### src/hw/rtl/ccsr_pkg.sv
package ccsr_pkg;

	localparam int COORD_INT_BITS  = 12;
	localparam int FRAC_BITS       = 4;
	localparam int RADIUS_INT_BITS = 5;

	localparam int COORD_W   = COORD_INT_BITS + FRAC_BITS;
	localparam int RAD_W     = RADIUS_INT_BITS + FRAC_BITS;
	localparam int DIM_W     = COORD_INT_BITS + 1;
	localparam int IDX_W     = 2 * COORD_INT_BITS;
	localparam int DIM_LIMIT = 1 << COORD_INT_BITS;
	localparam int UNIT_M1   = (1 << FRAC_BITS) - 1;

	// signed work width for centre/radius arithmetic
	localparam int XW = ((COORD_W > RAD_W) ? COORD_W : RAD_W) + 2;

	localparam int MUL_A_W = (RAD_W > COORD_INT_BITS) ? RAD_W : COORD_INT_BITS;
	localparam int MUL_B_W = (RAD_W > DIM_W) ? RAD_W : DIM_W;

	localparam int SPAN_MAX   = 64;
	localparam int SPAN_CNT_W = $clog2(SPAN_MAX);

	localparam int CFG_IDX_W = 1;
	localparam logic [CFG_IDX_W-1:0] REG_IMAGE_WIDTH  = 1'b0;
	localparam logic [CFG_IDX_W-1:0] REG_IMAGE_HEIGHT = 1'b1;

	typedef struct packed {
		logic [COORD_W-1:0] centre_x;
		logic [COORD_W-1:0] centre_y;
		logic [RAD_W-1:0]   radius;
	} circle_t;

	typedef struct packed {
		logic [COORD_INT_BITS-1:0] column;
		logic [COORD_INT_BITS-1:0] top_row;
		logic [COORD_INT_BITS-1:0] bottom_row;
		logic [IDX_W-1:0]          start_index;
		logic                      empty_res;
		logic                      last;
	} span_t;

endpackage

### src/hw/rtl/ccsr_isqrt.sv
module ccsr_isqrt #(
	parameter int ROOT_W = ccsr_pkg::RAD_W
) (
	input  logic                  clk,
	input  logic                  arst_n,
	input  logic                  start,
	input  logic [2*ROOT_W-1:0]   value,
	output logic                  done,
	output logic [ROOT_W-1:0]     root
);
	localparam int CNT_W = $clog2(ROOT_W + 1);
	localparam int RW    = ROOT_W + 3;

	logic [2*ROOT_W-1:0] rad_q;
	logic [ROOT_W:0]     rem_q;
	logic [ROOT_W-1:0]   root_q;
	logic [CNT_W-1:0]    cnt_q;
	logic                busy_q;
	logic                done_q;

	logic [RW-1:0]     rem_try;
	logic [RW-1:0]     trial;
	logic              fits;
	logic [RW-1:0]     rem_sub;

	assign rem_try = {rem_q, rad_q[2*ROOT_W-1 -: 2]};
	assign trial   = {1'b0, root_q, 2'b01};
	assign fits    = (rem_try >= trial);
	assign rem_sub = rem_try - trial;

	always_ff @(posedge clk or negedge arst_n) begin
		if (!arst_n) begin
			busy_q <= 1'b0;
			done_q <= 1'b0;
			cnt_q  <= '0;
		end else if (start) begin
			busy_q <= 1'b1;
			done_q <= 1'b0;
			cnt_q  <= CNT_W'(ROOT_W);
		end else if (busy_q) begin
			cnt_q <= cnt_q - CNT_W'(1);
			if (cnt_q == CNT_W'(1)) begin
				busy_q <= 1'b0;
				done_q <= 1'b1;
			end
		end else begin
			done_q <= 1'b0;
		end
	end

	always_ff @(posedge clk) begin
		if (start) begin
			rad_q  <= value;
			rem_q  <= '0;
			root_q <= '0;
		end else if (busy_q) begin
			rad_q <= rad_q << 2;
			if (fits) begin
				rem_q  <= rem_sub[ROOT_W:0];
				root_q <= {root_q[ROOT_W-2:0], 1'b1};
			end else begin
				rem_q  <= rem_try[ROOT_W:0];
				root_q <= {root_q[ROOT_W-2:0], 1'b0};
			end
		end
	end

	assign done = done_q;
	assign root = root_q;

	a_start_idle: assert property (@(posedge clk) disable iff (!arst_n)
		start |-> !busy_q)
		else $error("isqrt restarted while busy");
	a_start_busy: assert property (@(posedge clk) disable iff (!arst_n)
		start |=> busy_q && cnt_q == CNT_W'(ROOT_W))
		else $error("isqrt did not load");
	a_done_after: assert property (@(posedge clk) disable iff (!arst_n)
		done_q |-> $past(busy_q) && !busy_q)
		else $error("isqrt done without work");

endmodule

### src/hw/rtl/ccsr_out_reg.sv
module ccsr_out_reg (
	input  logic            clk,
	input  logic            arst_n,
	input  logic            push,
	input  ccsr_pkg::span_t push_data,
	output logic            can_push,
	output logic            span_valid,
	input  logic            span_stall,
	output ccsr_pkg::span_t span
);
	import ccsr_pkg::*;

	logic  vld_q;
	span_t data_q;

	assign can_push = !vld_q || !span_stall;

	always_ff @(posedge clk or negedge arst_n) begin
		if (!arst_n) begin
			vld_q <= 1'b0;
		end else if (push && can_push) begin
			vld_q <= 1'b1;
		end else if (!span_stall) begin
			vld_q <= 1'b0;
		end
	end

	always_ff @(posedge clk) begin
		if (push && can_push) begin
			data_q <= push_data;
		end
	end

	assign span_valid = vld_q;
	assign span       = data_q;

endmodule

### src/hw/rtl/circle_column_span_rasterizer.sv
// channel  | direction | handshake                 | payload
// circle   | in        | circle_valid/circle_stall | circle_t: centre_x, centre_y, radius
// span     | out       | span_valid/span_stall     | span_t: one column per item, or an empty item on a miss
// cfg      | in        | cfg_valid/cfg_ready       | cfg_index, cfg_data
//
// A circle runs range setup (S_LO, S_HI, S_CHK), then S_DIF through S_EMIT for each column,
// with the column time set by the one-bit-per-cycle square root unit.
// A circle that misses the image goes to S_MISS and pushes one empty, last span.
// circle_stall is high after acceptance until the last span enters the output register.
// After reset both image dimensions are 4096; cfg_ready is always high.
// span_stall holds the output register; the sequencer waits only when it is full.
module circle_column_span_rasterizer (
	input  logic                                clk,
	input  logic                                arst_n,
	input  logic                                circle_valid,
	output logic                                circle_stall,
	input  ccsr_pkg::circle_t                   circle,
	output logic                                span_valid,
	input  logic                                span_stall,
	output ccsr_pkg::span_t                     span,
	input  logic                                cfg_valid,
	output logic                                cfg_ready,
	input  logic [ccsr_pkg::CFG_IDX_W-1:0]      cfg_index,
	input  logic [ccsr_pkg::DIM_W-1:0]          cfg_data
);
	import ccsr_pkg::*;

	localparam int CIB = COORD_INT_BITS;
	localparam int PW  = MUL_A_W + MUL_B_W;

	localparam logic [3:0] S_IDLE = 4'd0;
	localparam logic [3:0] S_LO   = 4'd1;
	localparam logic [3:0] S_HI   = 4'd2;
	localparam logic [3:0] S_CHK  = 4'd3;
	localparam logic [3:0] S_MISS = 4'd4;
	localparam logic [3:0] S_DIF  = 4'd5;
	localparam logic [3:0] S_MD   = 4'd6;
	localparam logic [3:0] S_SUB  = 4'd7;
	localparam logic [3:0] S_ROOT = 4'd8;
	localparam logic [3:0] S_TOP  = 4'd9;
	localparam logic [3:0] S_BOT  = 4'd10;
	localparam logic [3:0] S_CMP  = 4'd11;
	localparam logic [3:0] S_EMIT = 4'd12;

	logic [3:0]       state_q;
	logic [DIM_W-1:0] cfg_w_q;
	logic [DIM_W-1:0] cfg_h_q;

	circle_t               lat_q;
	logic [DIM_W-1:0]      w_q;
	logic [DIM_W-1:0]      h_q;
	logic [DIM_W-1:0]      lo_q;
	logic [DIM_W-1:0]      hi_q;
	logic [2*RAD_W-1:0]    rr_q;
	logic [CIB-1:0]        col_q;
	logic [SPAN_CNT_W-1:0] n_q;
	logic [RAD_W-1:0]      d_q;
	logic [DIM_W-1:0]      top_q;
	logic [DIM_W-1:0]      bot_q;
	logic                  emp_q;
	logic [PW-1:0]         prod_q;

	logic                accept;
	logic [MUL_A_W-1:0]  mul_a;
	logic [MUL_B_W-1:0]  mul_b;
	logic [PW-1:0]       mul_p;
	logic signed [XW-1:0] lo_t, lo_sh, d_t, top_t, top_sh;
	logic [XW-1:0]       hi_s, bot_s, d_abs;
	logic [DIM_W-1:0]    lo_c, hi_raw, hi_c, bot_raw, bot_c, top_c;
	logic                miss;
	logic                last_c;
	logic                sq_start;
	logic                sq_done;
	logic [RAD_W-1:0]    q;
	logic                push;
	logic                can_push;
	span_t               push_data;

	assign cfg_ready    = 1'b1;
	assign circle_stall = (state_q != S_IDLE);
	assign accept       = circle_valid && !circle_stall;

	// range of columns
	assign lo_t  = XW'(lat_q.centre_x) - XW'(lat_q.radius) + XW'(UNIT_M1);
	assign lo_sh = lo_t >>> FRAC_BITS;
	assign lo_c  = lo_sh[XW-1] ? '0 : lo_sh[DIM_W-1:0];
	assign hi_s  = (XW'(lat_q.centre_x) + XW'(lat_q.radius)) >> FRAC_BITS;
	assign hi_raw = hi_s[DIM_W-1:0];
	assign hi_c  = (hi_raw > w_q - DIM_W'(1)) ? w_q - DIM_W'(1) : hi_raw;
	assign miss  = (w_q == '0) || (lo_q > hi_q);

	// offset of the column from the centre
	assign d_t   = XW'(XW'(col_q) << FRAC_BITS) - XW'(lat_q.centre_x);
	assign d_abs = d_t[XW-1] ? XW'(-d_t) : XW'(d_t);

	// rows
	assign top_t  = XW'(lat_q.centre_y) - XW'(q) + XW'(UNIT_M1);
	assign top_sh = top_t >>> FRAC_BITS;
	assign top_c  = top_sh[XW-1] ? '0 : top_sh[DIM_W-1:0];
	assign bot_s  = (XW'(lat_q.centre_y) + XW'(q)) >> FRAC_BITS;
	assign bot_raw = bot_s[DIM_W-1:0];
	assign bot_c  = (h_q != '0 && bot_raw > h_q - DIM_W'(1)) ? h_q - DIM_W'(1) : bot_raw;

	assign last_c = (DIM_W'(col_q) == hi_q) || (n_q == SPAN_CNT_W'(SPAN_MAX - 1));

	// shared multiplier: r*r, d*d, column*height
	always_comb begin
		unique case (state_q)
			S_LO: begin
				mul_a = MUL_A_W'(lat_q.radius);
				mul_b = MUL_B_W'(lat_q.radius);
			end
			S_MD: begin
				mul_a = MUL_A_W'(d_q);
				mul_b = MUL_B_W'(d_q);
			end
			default: begin
				mul_a = MUL_A_W'(col_q);
				mul_b = MUL_B_W'(h_q);
			end
		endcase
	end
	assign mul_p = PW'(mul_a) * PW'(mul_b);

	assign sq_start = (state_q == S_SUB);

	ccsr_isqrt #(
		.ROOT_W(RAD_W)
	) u_isqrt (
		.clk   (clk),
		.arst_n(arst_n),
		.start (sq_start),
		.value (rr_q - prod_q[2*RAD_W-1:0]),
		.done  (sq_done),
		.root  (q)
	);

	always_comb begin
		push_data = '0;
		push      = 1'b0;
		if (state_q == S_MISS) begin
			push                = 1'b1;
			push_data.empty_res = 1'b1;
			push_data.last      = 1'b1;
		end else if (state_q == S_EMIT) begin
			push             = 1'b1;
			push_data.column = col_q;
			push_data.last   = last_c;
			if (emp_q) begin
				push_data.empty_res = 1'b1;
			end else begin
				push_data.top_row     = top_q[CIB-1:0];
				push_data.bottom_row  = bot_q[CIB-1:0];
				push_data.start_index = IDX_W'(prod_q) + IDX_W'(top_q);
			end
		end
	end

	ccsr_out_reg u_out (
		.clk       (clk),
		.arst_n    (arst_n),
		.push      (push),
		.push_data (push_data),
		.can_push  (can_push),
		.span_valid(span_valid),
		.span_stall(span_stall),
		.span      (span)
	);

	always_ff @(posedge clk or negedge arst_n) begin
		if (!arst_n) begin
			state_q <= S_IDLE;
			cfg_w_q <= DIM_W'(DIM_LIMIT);
			cfg_h_q <= DIM_W'(DIM_LIMIT);
		end else begin
			if (cfg_valid) begin
				unique case (cfg_index)
					REG_IMAGE_WIDTH:  cfg_w_q <= cfg_data;
					REG_IMAGE_HEIGHT: cfg_h_q <= cfg_data;
				endcase
			end
			unique case (state_q)
				S_IDLE: if (accept) state_q <= S_LO;
				S_LO:   state_q <= S_HI;
				S_HI:   state_q <= S_CHK;
				S_CHK:  state_q <= miss ? S_MISS : S_DIF;
				S_MISS: if (can_push) state_q <= S_IDLE;
				S_DIF:  state_q <= S_MD;
				S_MD:   state_q <= S_SUB;
				S_SUB:  state_q <= S_ROOT;
				S_ROOT: if (sq_done) state_q <= S_TOP;
				S_TOP:  state_q <= S_BOT;
				S_BOT:  state_q <= S_CMP;
				S_CMP:  state_q <= S_EMIT;
				S_EMIT: if (can_push) state_q <= last_c ? S_IDLE : S_DIF;
				default: state_q <= S_IDLE;
			endcase
		end
	end

	always_ff @(posedge clk) begin
		prod_q <= mul_p;
		unique case (state_q)
			S_IDLE: begin
				if (accept) begin
					lat_q <= circle;
					w_q   <= (cfg_w_q > DIM_W'(DIM_LIMIT)) ? DIM_W'(DIM_LIMIT) : cfg_w_q;
					h_q   <= (cfg_h_q > DIM_W'(DIM_LIMIT)) ? DIM_W'(DIM_LIMIT) : cfg_h_q;
				end
			end
			S_LO: lo_q <= lo_c;
			S_HI: begin
				hi_q <= hi_c;
				rr_q <= prod_q[2*RAD_W-1:0];
			end
			S_CHK: begin
				col_q <= lo_q[CIB-1:0];
				n_q   <= '0;
			end
			S_DIF: d_q <= d_abs[RAD_W-1:0];
			S_TOP: top_q <= top_c;
			S_BOT: bot_q <= bot_c;
			S_CMP: emp_q <= (h_q == '0) || (top_q > bot_q);
			S_EMIT: begin
				if (can_push && !last_c) begin
					col_q <= col_q + CIB'(1);
					n_q   <= n_q + SPAN_CNT_W'(1);
				end
			end
			default: begin
			end
		endcase
	end

	a_accept_start: assert property (@(posedge clk) disable iff (!arst_n)
		accept |=> state_q == S_LO)
		else $error("circle accepted but range setup not started");
	a_span_order: assert property (@(posedge clk) disable iff (!arst_n)
		push && can_push && !push_data.empty_res |->
			push_data.top_row <= push_data.bottom_row)
		else $error("non-empty span with top below bottom");
	a_span_hold: assert property (@(posedge clk) disable iff (!arst_n)
		span_valid && span_stall |=> span_valid && $stable(span))
		else $error("stalled span changed");

endmodule
### config.mk
export PLATFORM = sky130hd
export DESIGN_NAME = circle_column_span_rasterizer
export DESIGN_NICKNAME = d
export VERILOG_FILES = /design/src/hw/rtl/ccsr_pkg.sv /design/src/hw/rtl/ccsr_isqrt.sv /design/src/hw/rtl/ccsr_out_reg.sv /design/src/hw/rtl/circle_column_span_rasterizer.sv
export SDC_FILE = /design/constraint.sdc
export NUM_CORES = 1
export LEC_CHECK = 0
export BUFFER_PORTS_ARGS = -buffer_cell sky130_fd_sc_hd__buf_2
export CAP_MARGIN = 20
export CORE_AREA = 3 3 286 288
export DETAILED_ROUTE_END_ITERATION = 10
export DIE_AREA = 0 0 289 291
export SYNTH_ARGS = -nofsm -noshare
export SYNTH_HDL_FRONTEND = slang
export SYNTH_SLANG_ARGS = --single-unit
### constraint.sdc
create_clock -name clk -period 12.62 [get_ports clk]
set_clock_uncertainty 0.1 [all_clocks]
set_input_delay 1.262 -clock clk [delete_from_list [all_inputs] [get_ports clk]]
set_output_delay 1.262 -clock clk [all_outputs]
set_load 0.02 [all_outputs]
==> results.md, run 1 <==
| Result | Reported |
|:---|:---|
| CP cell instances | inv_1, nand2_1, nor2_1, a22oi_1, nand2_1, nand2_1, fa_1, inv_1, fa_1, fa_1, fa_1, inv_1, fa_1, inv_1, ha_1, a21o_1, a21o_1, a22oi_1, o311ai_0, and2_1, a41o_1, o21a_1, nor2_1, xnor2_1 |
| Family of cells with the greatest summed delay on the critical path | adder cells |
| Most common cell type on the critical path | sky130_fd_sc_hd__fa_1 |
| Layout cells sized above 1 | 10.6% |
| Critical path startpoint category | register |
| Number of clock sinks | 325 |
| CTS Root Cell | sky130_fd_sc_hd__clkbuf_16 |
| Number of synthesized register bits | 325 |
| Estimated wirelength of the detail-placed design | 48400 um |
| WP data required | 13.00 ns |
| Endpoint kind of the worst setup timing path | register |
| Final setup violation count | 0 |
| Area of the multi-input gates | 13200 um^2 |
| Effective utilization at floorplan | 30.0% |
| H-tree depth reported by CTS | 2 |
| Count of unresolved DRC violations after routing | 0 |
| Number of optimization iterations in the first detailed-route pass | 5 |
| Wire length of the first global-routing pass | 95800 um |
| Cts-stage hold buffer count | 0 |
| Post-synth cell types | 94 |
| Min cycle time layout | 7.37 ns |
| Area enclosed by the die boundary | 84100 um^2 |
| Number of pins exceeding their max-slew limit in the final report | 0 |
| Fillers | 8082 |
| Total vias in the final route | 17100 |
| Transition time of the tightest slew-check pin | 0.997 ns |
| F_max | 136 MHz |
| Ranking of synthesized cells by area | sky130_fd_sc_hd__edfxtp_1 31%, sky130_fd_sc_hd__ha_1 11%, sky130_fd_sc_hd__fa_1 9.5% |
| Mean area per synthesized cell | 9.94 um^2 |
| Worst min-delay path class | reg -> reg |
| Global Route Usage Sum | 14.6% |
| Maximum fanout along the worst path | 16 |
| Number of global-route vias before repair | 16800 |
| Gate Count Post-Synth | 2387 |
| Setup slack of the most critical reg-to-reg path | 5.25 ns |
| Number of buffers inserted during clock tree synthesis | 38 |
| Maximum number of pins on one net before global-route repair | 68 |
| Maximum single-stage delay on the critical path | 0.60 ns |
| Crit-path slowest cell | sky130_fd_sc_hd__nor2_1 |
| Final critical-path share of the clock period | 58.4% |
| Final Hold Vio Count | 0 |
| Synth Cell Area | 23700 um^2 |
| Post-CTS Resized | 0 |
| Setup TNS | 0 ns |
| Start-to-end type of the worst setup path | reg -> reg |
| Relative slew slack | 33.5% |
| Outcome | finished clean |
| Asr flop ratio synth | 11.4% |
| Number of buffer and inverter stages on the critical path | 4 |
| Area of all sequential standard cells | 9150 um^2 |
| Number of vias per cell after detailed routing | 4.78 |
| Library cell occupying the most area in the post-synthesis netlist | sky130_fd_sc_hd__edfxtp_1 |
| Detail Route Antenna Nets | 0 |
| Diodes inserted | 0 |
| Final wirelength | 60700 um |
| RSZ-0062 raised after global routing | no |
| Global placement routability congestion | 0.891 |
| Synth warnings | 0 |
| Number of maximum-capacitance violations | 0 |
| Post-synth EDFFs | 245 |
| Max clock buf depth | 3 |
| Setup repair bufs after CTS | 0 |
| Routed length per placed instance | 17.0 um |
| Number of antenna violations at the first check in global routing | 2 |
| Horizontal extent of the die | 289 um |
| Synthesized net count | 2768 |
| Port buffer count | 123 |
| Clock tree from TritonCTS | done |
| Drt first-iter violations | 1262 |
| Synth-to-Final Area Change | 13.1% |
| Clock insertion delay at the later pin of the skew report | 0.58 ns |
| Post-synthesis sequential area ratio | 38.6% |
| Top flip-flop cell by instance count after synthesis | sky130_fd_sc_hd__edfxtp_1 |
| Clock slew seen by the registers of the worst setup and hold paths | 0.06 ns |
| Area share of the largest cell type after synthesis | 31.0% |
| Net count of the finished layout | 2876 |
| Data arrival time of the critical path | 7.75 ns |
| Die extent in y | 291 um |
| Core Footprint | 79100 um^2 |
| GR Overflow Total | 0 |
| Count of pins on the block boundary | 125 |
| Number of placement rows | 103 |
[worst paths after layout]
path,to,depth (start not counted),start
max,prod_q[23],24,state_q[3]
min,rr_q[14],0,prod_q[14]
max reg2reg,prod_q[23],24,state_q[3]
min reg2reg,rr_q[14],0,prod_q[14]
max in group asynchronous,cfg_h_q[2],1,arst_n
min in group asynchronous,u_isqrt.cnt_q[0],1,arst_n
[worst reg2reg max path, delay by kind of cell, from the launching register on]
kind | cells | cell delay [ns]
adders and majority gates | 6 | 2.91
xor gates and xnor gates | 1 | 0.13
AOI/OAI and AO/OA | 7 | 1.62
buffers and inverters | 4 | 0.34
DFF | 1 | 0.56
and+or+nand+nor | 6 | 1.62
[logic make-up after synthesis]
kind of cell    synth area share (%)
fa+ha+maj                       20.5
other cells                   0.0158
flops                           38.6
mux                             2.73
buf+inv                         5.95
xor+xnor                        6.12
compound gates                  10.4
simple gates                    15.8
[per-stage QoR]
step / hold slack, ns / util, % / area [um^2] / cells / setup WS (ns)
finish: 0.334 / 33.9 / 26800 / 3575 / 5.25
floorplan: 0.308 / - / 23700 / 2387 / 5.78
global placement: 0.319 / 32.2 / 25500 / 3501 / 5.47
detailed placement: 0.316 / 32.2 / 25500 / 3504 / 5.39
global route: 0.346 / 33.9 / 26800 / 3575 / 4.80
CTS: 0.331 / 33.9 / 26800 / 3574 / 5.34
[sequential cells by signal, summed over array words and instances, names as in the netlist, 18 cells and up]
| name | cells |
|---|---|
| u_out.span | 62 |
| lat_q | 41 |
| prod_q | 24 |
| rr_q | 18 |
| u_isqrt.rad_q | 18 |
[synthesized netlist by cell type (11+ instances only)]
library cell / number
sky130_fd_sc_hd__fa_1: 113
sky130_fd_sc_hd__o21bai_1: 11
sky130_fd_sc_hd__nor2b_1: 48
sky130_fd_sc_hd__inv_1: 293
sky130_fd_sc_hd__nand4_1: 20
sky130_fd_sc_hd__o21a_1: 20
sky130_fd_sc_hd__a21oi_1: 99
sky130_fd_sc_hd__dfrtp_1: 35
sky130_fd_sc_hd__nor4_1: 11
sky130_fd_sc_hd__and3_1: 19
sky130_fd_sc_hd__nor2_1: 180
sky130_fd_sc_hd__xor2_1: 51
sky130_fd_sc_hd__mux2i_1: 31
sky130_fd_sc_hd__xnor2_1: 111
sky130_fd_sc_hd__clkbuf_1: 63
sky130_fd_sc_hd__ha_1: 208
sky130_fd_sc_hd__a22oi_1: 11
sky130_fd_sc_hd__nor3_1: 48
sky130_fd_sc_hd__or3_1: 18
sky130_fd_sc_hd__mux2_2: 30
sky130_fd_sc_hd__nand3_1: 37
sky130_fd_sc_hd__a21o_1: 41
sky130_fd_sc_hd__o21ai_0: 95
sky130_fd_sc_hd__nand2_1: 255
sky130_fd_sc_hd__edfxtp_1: 245
sky130_fd_sc_hd__nand2b_1: 25
sky130_fd_sc_hd__and2_1: 52
sky130_fd_sc_hd__dfxtp_1: 43
[cell usage in the layout, fill, tap and decap left out, types with 10 or more instances in the layout]
master | synthesis | layout
sky130_fd_sc_hd__ha_1 | 208 | 208
sky130_fd_sc_hd__nand3_1 | 37 | 37
sky130_fd_sc_hd__xor2_1 | 51 | 51
sky130_fd_sc_hd__and2_1 | 52 | 52
sky130_fd_sc_hd__nand2_1 | 255 | 255
sky130_fd_sc_hd__a21o_1 | 41 | 41
sky130_fd_sc_hd__nor3_1 | 48 | 46
sky130_fd_sc_hd__dfrtp_1 | 35 | 35
sky130_fd_sc_hd__and3_1 | 19 | 18
sky130_fd_sc_hd__or3_1 | 18 | 18
sky130_fd_sc_hd__a21oi_1 | 99 | 99
sky130_fd_sc_hd__nor2_1 | 180 | 178
sky130_fd_sc_hd__mux2i_1 | 31 | 31
sky130_fd_sc_hd__nand2b_1 | 25 | 25
sky130_fd_sc_hd__clkbuf_16 | 0 | 38
sky130_fd_sc_hd__nand4_1 | 20 | 20
sky130_fd_sc_hd__a22oi_1 | 11 | 11
sky130_fd_sc_hd__edfxtp_1 | 245 | 245
sky130_fd_sc_hd__mux2_2 | 30 | 30
sky130_fd_sc_hd__o21bai_1 | 11 | 11
sky130_fd_sc_hd__o21a_1 | 20 | 20
sky130_fd_sc_hd__buf_4 | 2 | 16
sky130_fd_sc_hd__nor4_1 | 11 | 11
sky130_fd_sc_hd__o21ai_0 | 95 | 95
sky130_fd_sc_hd__fa_1 | 113 | 113
sky130_fd_sc_hd__nor2b_1 | 48 | 48
sky130_fd_sc_hd__xnor2_1 | 111 | 111
sky130_fd_sc_hd__a31oi_1 | 10 | 10
sky130_fd_sc_hd__buf_2 | 3 | 123
sky130_fd_sc_hd__inv_1 | 293 | 292
sky130_fd_sc_hd__dfxtp_1 | 43 | 43
[area by class of cell]
type,count,area share (%)
tap,1050,4.90
sequential,325,34.1
clock buffer,47,3.71
multi-input combinational,1693,49.2
timing repair buffer,142,2.93
inverter,295,4.13
clock inverter,23,1.04
[layer usage]
metal	global-route usage, %	wire length, um	vias up
met5	0	0	-
met2	23.0	27200	445
met4	4.29	1760	0
met1	20.2	27700	8173
li1	-	-	8372
met3	3.05	4050	88
Power of run 1 is left out: the tool's default activity adds up to more than one toggle a clock period on the data nets, which glitch-free logic cannot reach.
==> run 2: changes to the inputs <==
Settings changed: ABC_AREA from default to 1, CORE_AREA 3 3 286 288 to 3 3 292 294, DIE_AREA 0 0 289 291 to 0 0 295 297.
Clock period 12.62 ns to 6.8 ns, I/O delays scaled along.
==> results.md, run 2 <==
| Result | Reported |
|:---|:---|
| Outcome | finished clean |
| Most frequent cells in the layout | 669 x sky130_fd_sc_hd__nand2_1, 551 x sky130_fd_sc_hd__inv_1, 274 x sky130_fd_sc_hd__nor2_1 |
| H-tree depth reported by CTS | 2 |
| Maximum number of pins on one net before global-route repair | 68 |
| Area share of the largest cell type after synthesis | 29.7% |
| Final critical-path share of the clock period | 92.6% |
| WP data required | 7.15 ns |
| Relative slew slack | 28.1% |
| Final setup violation count | 0 |
| Total vias in the final route | 19500 |
| Area enclosed by the die boundary | 87600 um^2 |
| Mean area per synthesized cell | 8.27 um^2 |
| Min cycle time layout | 6.29 ns |
| Setup TNS | 0 ns |
| Count of pins on the block boundary | 125 |
| End of the worst register-to-register path | prod_q[15] |
| Worst min-delay path class | in -> async |
| Power Total | 4.30 mW |
| Ranking of synthesized cells by area | sky130_fd_sc_hd__edfxtp_1 30%, sky130_fd_sc_hd__ha_1 10%, sky130_fd_sc_hd__nand2_1 10% |
| Share of power burned in the clock network | 48.2% |
| R2R cell count | 24 |
| Estimated wirelength of the detail-placed design | 52200 um |
| Transition time of the tightest slew-check pin | 1.07 ns |
| Final wirelength | 63900 um |
| Drt first-iter violations | 1315 |
| Max reg flops | 62 |
| Xor and xnor fraction of the mapped netlist area | 3.67% |
| Number of clock sinks | 325 |
| Internal power summed over all cells | 3.37 mW |
| Post-synthesis sequential area ratio | 36.9% |
| Post-Route Utilization | 33.6% |
| Hold_ws | 0.119 ns |
| CTS Root Cell | sky130_fd_sc_hd__clkbuf_16 |
| Detail Route Antenna Nets | 0 |
| Library cell occupying the most area in the post-synthesis netlist | sky130_fd_sc_hd__edfxtp_1 |
| Wire length of the first global-routing pass | 103000 um |
| Cts-stage hold buffer count | 0 |
| Number of placement rows | 106 |
| Synth Area in Simple Gates | 20.9% |
| Port buffer count | 123 |
| Start-to-end type of the worst setup path | reg -> reg |
| Synth-to-Final Area Change | 12.6% |
| GR Overflow Total | 0 |
| Switching power of the nets | 0.934 mW |
| Synth Cell Area | 24800 um^2 |
| Post-synth cell types | 63 |
| Final Hold Vio Count | 0 |
| Fraction of power spent switching nets | 21.7% |
| Number of global-route vias before repair | 19200 |
| Global placement routability congestion | 0.869 |
| Mux share of post-synthesis cell area | 0% |
| Synth warnings | 0 |
| Commonest cells in the synthesized netlist | 669 x sky130_fd_sc_hd__nand2_1, 551 x sky130_fd_sc_hd__inv_1, 277 x sky130_fd_sc_hd__nor2_1, 245 x sky130_fd_sc_hd__edfxtp_1, 208 x sky130_fd_sc_hd__ha_1 |
| Max clock buf depth | 3 |
| RSZ-0062 raised after global routing | no |
| Sequential Power Share | 50.0% |
| F_max | 159 MHz |
| Asr flop ratio synth | 11.4% |
| Maximum fanout along the worst path | 34 |
| Data arrival time of the critical path | 6.64 ns |
| Leading cell type by number of instances after synthesis | sky130_fd_sc_hd__nand2_1 |
| Most frequent standard cell in the layout excluding fill and tap cells | sky130_fd_sc_hd__nand2_1 |
| Post-synth EDFFs | 245 |
| Maximum single-stage delay on the critical path | 0.52 ns |
| Gate Count Post-Synth | 2999 |
| Setup repair bufs after CTS | 0 |
| Post-synthesis adder-cell area fraction | 19.6% |
| Diodes inserted | 0 |
| Number of maximum-capacitance violations | 0 |
| Number of synthesized register bits | 325 |
| CP cell instances | inv_2, nor2_1, inv_1, nor2_4, nor2_4, inv_4, o211ai_1, o21ai_0, inv_1, nand2_1, fa_1, fa_1, fa_1, inv_1, fa_1, inv_1, fa_1, inv_1, ha_1, a21oi_1, nand2_1, a21boi_0, o21ai_0, xor2_1 |
| Power density relative to cell area | 154 nW/um^2 |
| Worst-case vdd ir drop | 0.170 mV |
| Combinational family with the most area after synthesis | simple AND/OR/NAND/NOR gates |
| Layout cells sized above 1 | 9.64% |
| Area of the multi-input gates | 13300 um^2 |
| Number of buffers inserted during clock tree synthesis | 39 |
| Crit-path slowest cell | sky130_fd_sc_hd__fa_1 |
| Post-CTS Resized | 0 |
| Synthesized net count | 3380 |
| Final worst-path setup slack | 0.506 ns |
| Clock insertion delay at the later pin of the skew report | 0.58 ns |
| Number of pins exceeding their max-slew limit in the final report | 0 |
| Clock slew seen by the registers of the worst setup and hold paths | 0.07 ns |
| Global Route Usage Sum | 14.7% |
| Number of antenna violations at the first check in global routing | 1 |
| Endpoint kind of the worst setup timing path | register |
| Clock tree from TritonCTS | done |
| Number of optimization iterations in the first detailed-route pass | 5 |
| Top flip-flop cell by instance count after synthesis | sky130_fd_sc_hd__edfxtp_1 |
| Worst R2R Start | state_q[2] |
| Pre-CTS setup slack | 0.509 ns |
| Core Footprint | 83200 um^2 |
| Cell leakage power | 13.1 nW |
| Setup slack of the most critical reg-to-reg path | 0.51 ns |
| Number of vias per cell after detailed routing | 4.60 |
| Area of all sequential standard cells | 9150 um^2 |
| Critical path startpoint category | register |
| Count of unresolved DRC violations after routing | 0 |
| Compound-cell area share of the yosys netlist | 9.15% |
| Effective utilization at floorplan | 29.8% |
| Die extent in y | 297 um |
| Part of the total power dissipated in combinational logic | 1.8% |
| Horizontal extent of the die | 295 um |
| Routed length per placed instance | 15.1 um |
| Fillers | 8646 |
| Net count of the finished layout | 3504 |
[run 2: cell count changes in the layout (fill, tap and decap cells not counted), moves of 49 or more]
cell / change
sky130_fd_sc_hd__and2_1: -49
sky130_fd_sc_hd__inv_1: +259
sky130_fd_sc_hd__nand2_1: +414
sky130_fd_sc_hd__nand3_1: +79
sky130_fd_sc_hd__nor2_1: +96
sky130_fd_sc_hd__o21ai_0: +58
sky130_fd_sc_hd__xnor2_1: -78
[run 2: final cells by class]
type                    instances  area share, %
multi-input cells            2046           47.5
flip-flops and latches        325           32.8
inverters                     573           7.72
well taps                    1080           4.84
clock buffers                  44           3.75
repair buffers                138           2.61
clock inverters                28          0.811
[run 2: cell families (layout without fill, tap and decap cells)]
family                   Yosys count  count (layout)
flip-flops                       325             325
XOR/XNOR                         100             100
buffers and inverters            628             783
AO/OA/AOI/OAI                    404             404
adder cells (fa/ha/maj)          321             321
other                              1               1
AND/OR/NAND/NOR                 1220            1220
[run 2: routing by layer]
metal | wire, um | vias to the layer above | global-route usage (%)
met5 | 0 | - | 0
met4 | 1510 | 0 | 3.99
met3 | 2960 | 93 | 1.99
met2 | 29400 | 416 | 24.3
met1 | 30000 | 9055 | 20.0
li1 | - | 9915 | -
[run 2: worst max-delay path by stage]
stage | slack [ns] | to | start
4_1_cts | 0.48 | prod_q[20] | state_q[2]
3_5_place_dp | 0.51 | prod_q[20] | state_q[2]
3_3_place_gp | 0.67 | prod_q[20] | state_q[2]
6_report | 0.51 | prod_q[15] | state_q[2]
2_1_floorplan | 0.94 | prod_q[20] | state_q[2]
5_1_grt | 0.05 | prod_q[20] | state_q[2]
[run 2: power by group through the flow]
stage	Sequential [mW]	Clock, mW	Combinational (mW)
after floorplan	2.19	0	0.0442
after global placement	2.19	0	0.0769
after detailed placement	2.19	0	0.0771
after CTS	2.15	2.13	0.0781
after global routing	2.15	2.21	0.0913
final	2.15	2.07	0.0761
[run 2: stage by stage]
step / instance area, um^2 / instances
floorplan: 24800 / 2999
global placement: 26600 / 4162
detailed placement: 26600 / 4162
CTS: 27900 / 4234
global route: 27900 / 4234
finish: 27900 / 4234
[run 2: worst max-delay path, delay by kind of cell, from the launching register on]
family                     cells  cell delay (ns)
AOI/OAI and AO/OA              5             1.09
DFF                            1             0.43
adders and majority gates      6             2.83
and+or+nand+nor                5             0.72
buffers and inverters          7             0.83
xor gates and xnor gates       1             0.16
(Power assumes the default switching activity.)
==> run 3: changes to the inputs <==
Settings changed: ABC_AREA 1 to default, CORE_AREA 3 3 292 294 to 3 3 286 288, DIE_AREA 0 0 295 297 to 0 0 289 291.
==> results.md, run 3 (synthesized netlist as in run 1, its figures left out) <==
| Result | Reported |
|:---|:---|
| Drt first-iter violations | 1197 |
| Layout cells sized above 1 | 12.3% |
| Final critical-path share of the clock period | 95.3% |
| WP data required | 7.19 ns |
| Pre-CTS setup slack | 0.0878 ns |
| Endpoint kind of the worst setup timing path | register |
| Relative slew slack | 32.2% |
| Maximum single-stage delay on the critical path | 0.56 ns |
| Number of placement rows | 103 |
| Number of vias per cell after detailed routing | 4.76 |
| Critical path startpoint category | register |
| CP cell instances | nand2b_4, nor3_2, buf_4, buf_8, a22oi_2, and2_1, nor2_1, fa_1, fa_1, fa_1, fa_1, inv_1, fa_1, inv_1, ha_1, a21o_1, a21o_1, a22oi_2, o311ai_2, and2_1, a41o_1, o21a_1, nor2_1, xnor2_1 |
| Final wirelength | 62000 um |
| GR Overflow Total | 0 |
| Data arrival time of the critical path | 6.87 ns |
| Number of clock sinks | 325 |
| Maximum fanout along the worst path | 15 |
| Maximum number of pins on one net before global-route repair | 68 |
| Horizontal extent of the die | 289 um |
| Max clock buf depth | 3 |
| Fillers | 8151 |
| Setup repair bufs after CTS | 0 |
| Area enclosed by the die boundary | 84100 um^2 |
| Number of maximum-capacitance violations | 0 |
| Most common cell type on the critical path | sky130_fd_sc_hd__fa_1 |
| Outcome | finished clean |
| Number of global-route vias before repair | 17200 |
| Number of buffers inserted during clock tree synthesis | 39 |
| Detail Route Antenna Nets | 0 |
| Clock tree from TritonCTS | done |
| Port buffer count | 123 |
| Effective utilization at floorplan | 30.0% |
| Number of pins exceeding their max-slew limit in the final report | 0 |
| Worst min-delay path class | in -> async |
| Number of optimization iterations in the first detailed-route pass | 5 |
| Crit-path slowest cell | sky130_fd_sc_hd__fa_1 |
| Count of pins on the block boundary | 125 |
| RSZ-0062 raised after global routing | no |
| H-tree depth reported by CTS | 2 |
| Total vias in the final route | 17200 |
| Wire length of the first global-routing pass | 97400 um |
| Max reg flops | 62 |
| Diodes inserted | 0 |
| Clock slew seen by the registers of the worst setup and hold paths | 0.06 ns |
| Critical path origin | state_q[1] |
| Most frequent standard cell in the layout excluding fill and tap cells | sky130_fd_sc_hd__inv_1 |
| F_max | 154 MHz |
| Number of antenna violations at the first check in global routing | 2 |
| Most frequent cells in the layout | 292 x sky130_fd_sc_hd__inv_1, 250 x sky130_fd_sc_hd__nand2_1, 245 x sky130_fd_sc_hd__edfxtp_1 |
| Setup TNS | 0 ns |
| Estimated wirelength of the detail-placed design | 49300 um |
| Count of unresolved DRC violations after routing | 0 |
| Global placement routability congestion | 0.924 |
| Worst R2R Start | state_q[1] |
| Final setup violation count | 0 |
| Number of buffer and inverter stages on the critical path | 4 |
| Global Route Usage Sum | 14.8% |
| Min cycle time layout | 6.48 ns |
| Final worst-path setup slack | 0.320 ns |
| Die extent in y | 291 um |
| Routed length per placed instance | 17.2 um |
| Setup slack of the most critical reg-to-reg path | 0.32 ns |
| Clock insertion delay at the later pin of the skew report | 0.57 ns |
| Transition time of the tightest slew-check pin | 1.01 ns |
| CTS Root Cell | sky130_fd_sc_hd__clkbuf_16 |
| Net count of the finished layout | 2902 |
| Family of cells with the greatest summed delay on the critical path | adder cells |
| Synth-to-Final Area Change | 14.7% |
| Final Hold Vio Count | 0 |
| Start-to-end type of the worst setup path | reg -> reg |
| Core Footprint | 79100 um^2 |
## run 3: layer usage
metal	vias to the layer above	routed length, um	track usage, %
met3	84	3850	2.80
met5	-	0	0
met1	8205	28500	20.5
met4	0	1690	4.33
met2	419	28000	23.6
li1	8447	-	-
## run 3: worst paths after layout
| check | end | depth (start not counted) |
|---|---|---|
| min | u_isqrt.cnt_q[1] | 1 |
| max in group asynchronous | state_q[0] | 1 |
| min reg2reg | rr_q[14] | 0 |
| max | prod_q[23] | 24 |
| min in group clk | lat_q[21] | 1 |
| max reg2reg | prod_q[23] | 24 |
## run 3: area by class of cell
| class | count | area [um^2] | share of cell area, % |
|---|---|---|---|
| Clock buffer | 42 | 1010 | 3.71 |
| Clock inverter | 30 | 372 | 1.37 |
| Inverter | 295 | 1110 | 4.07 |
| Multi-Input combinational cell | 1693 | 13300 | 48.7 |
| Sequential cell | 325 | 9150 | 33.6 |
| Tap cell | 1050 | 1310 | 4.83 |
| Timing Repair Buffer | 167 | 995 | 3.66 |
## run 3: worst reg2reg max path, stage by stage (launching register included)
cell	delay [ns]
sky130_fd_sc_hd__dfrtp_1	0.43
sky130_fd_sc_hd__nand2b_4	0.19
sky130_fd_sc_hd__nor3_2	0.04
sky130_fd_sc_hd__buf_4	0.18
sky130_fd_sc_hd__buf_8	0.17
sky130_fd_sc_hd__a22oi_2	0.34
sky130_fd_sc_hd__and2_1	0.28
sky130_fd_sc_hd__nor2_1	0.09
sky130_fd_sc_hd__fa_1	0.46
sky130_fd_sc_hd__fa_1	0.56
sky130_fd_sc_hd__fa_1	0.45
sky130_fd_sc_hd__fa_1	0.55
sky130_fd_sc_hd__inv_1	0.06
sky130_fd_sc_hd__fa_1	0.53
sky130_fd_sc_hd__inv_1	0.04
sky130_fd_sc_hd__ha_1	0.36
sky130_fd_sc_hd__a21o_1	0.20
sky130_fd_sc_hd__a21o_1	0.18
sky130_fd_sc_hd__a22oi_2	0.22
sky130_fd_sc_hd__o311ai_2	0.15
sky130_fd_sc_hd__and2_1	0.18
sky130_fd_sc_hd__a41o_1	0.24
sky130_fd_sc_hd__o21a_1	0.17
sky130_fd_sc_hd__nor2_1	0.11
sky130_fd_sc_hd__xnor2_1	0.12
## run 3: timing repair
item | CTS | global route
endpoints found under the setup margin | 0 | 4
resized for setup | 0 | 20
hold buffers | 0 | 0
endpoints found under the hold margin | 0 | 0
## run 3: metrics by stage
step                util (%)  hold WS, ns  cells  cell area (um^2)
finish                  34.4        0.163   3602             27200
CTS                     34.2        0.147   3599             27100
global route            34.4        0.157   3602             27200
floorplan                  -        0.284   2387             23700
detailed placement      32.5        0.321   3527             25700
global placement        32.4        0.324   3525             25700
Power of run 3 is left out for the same reason.
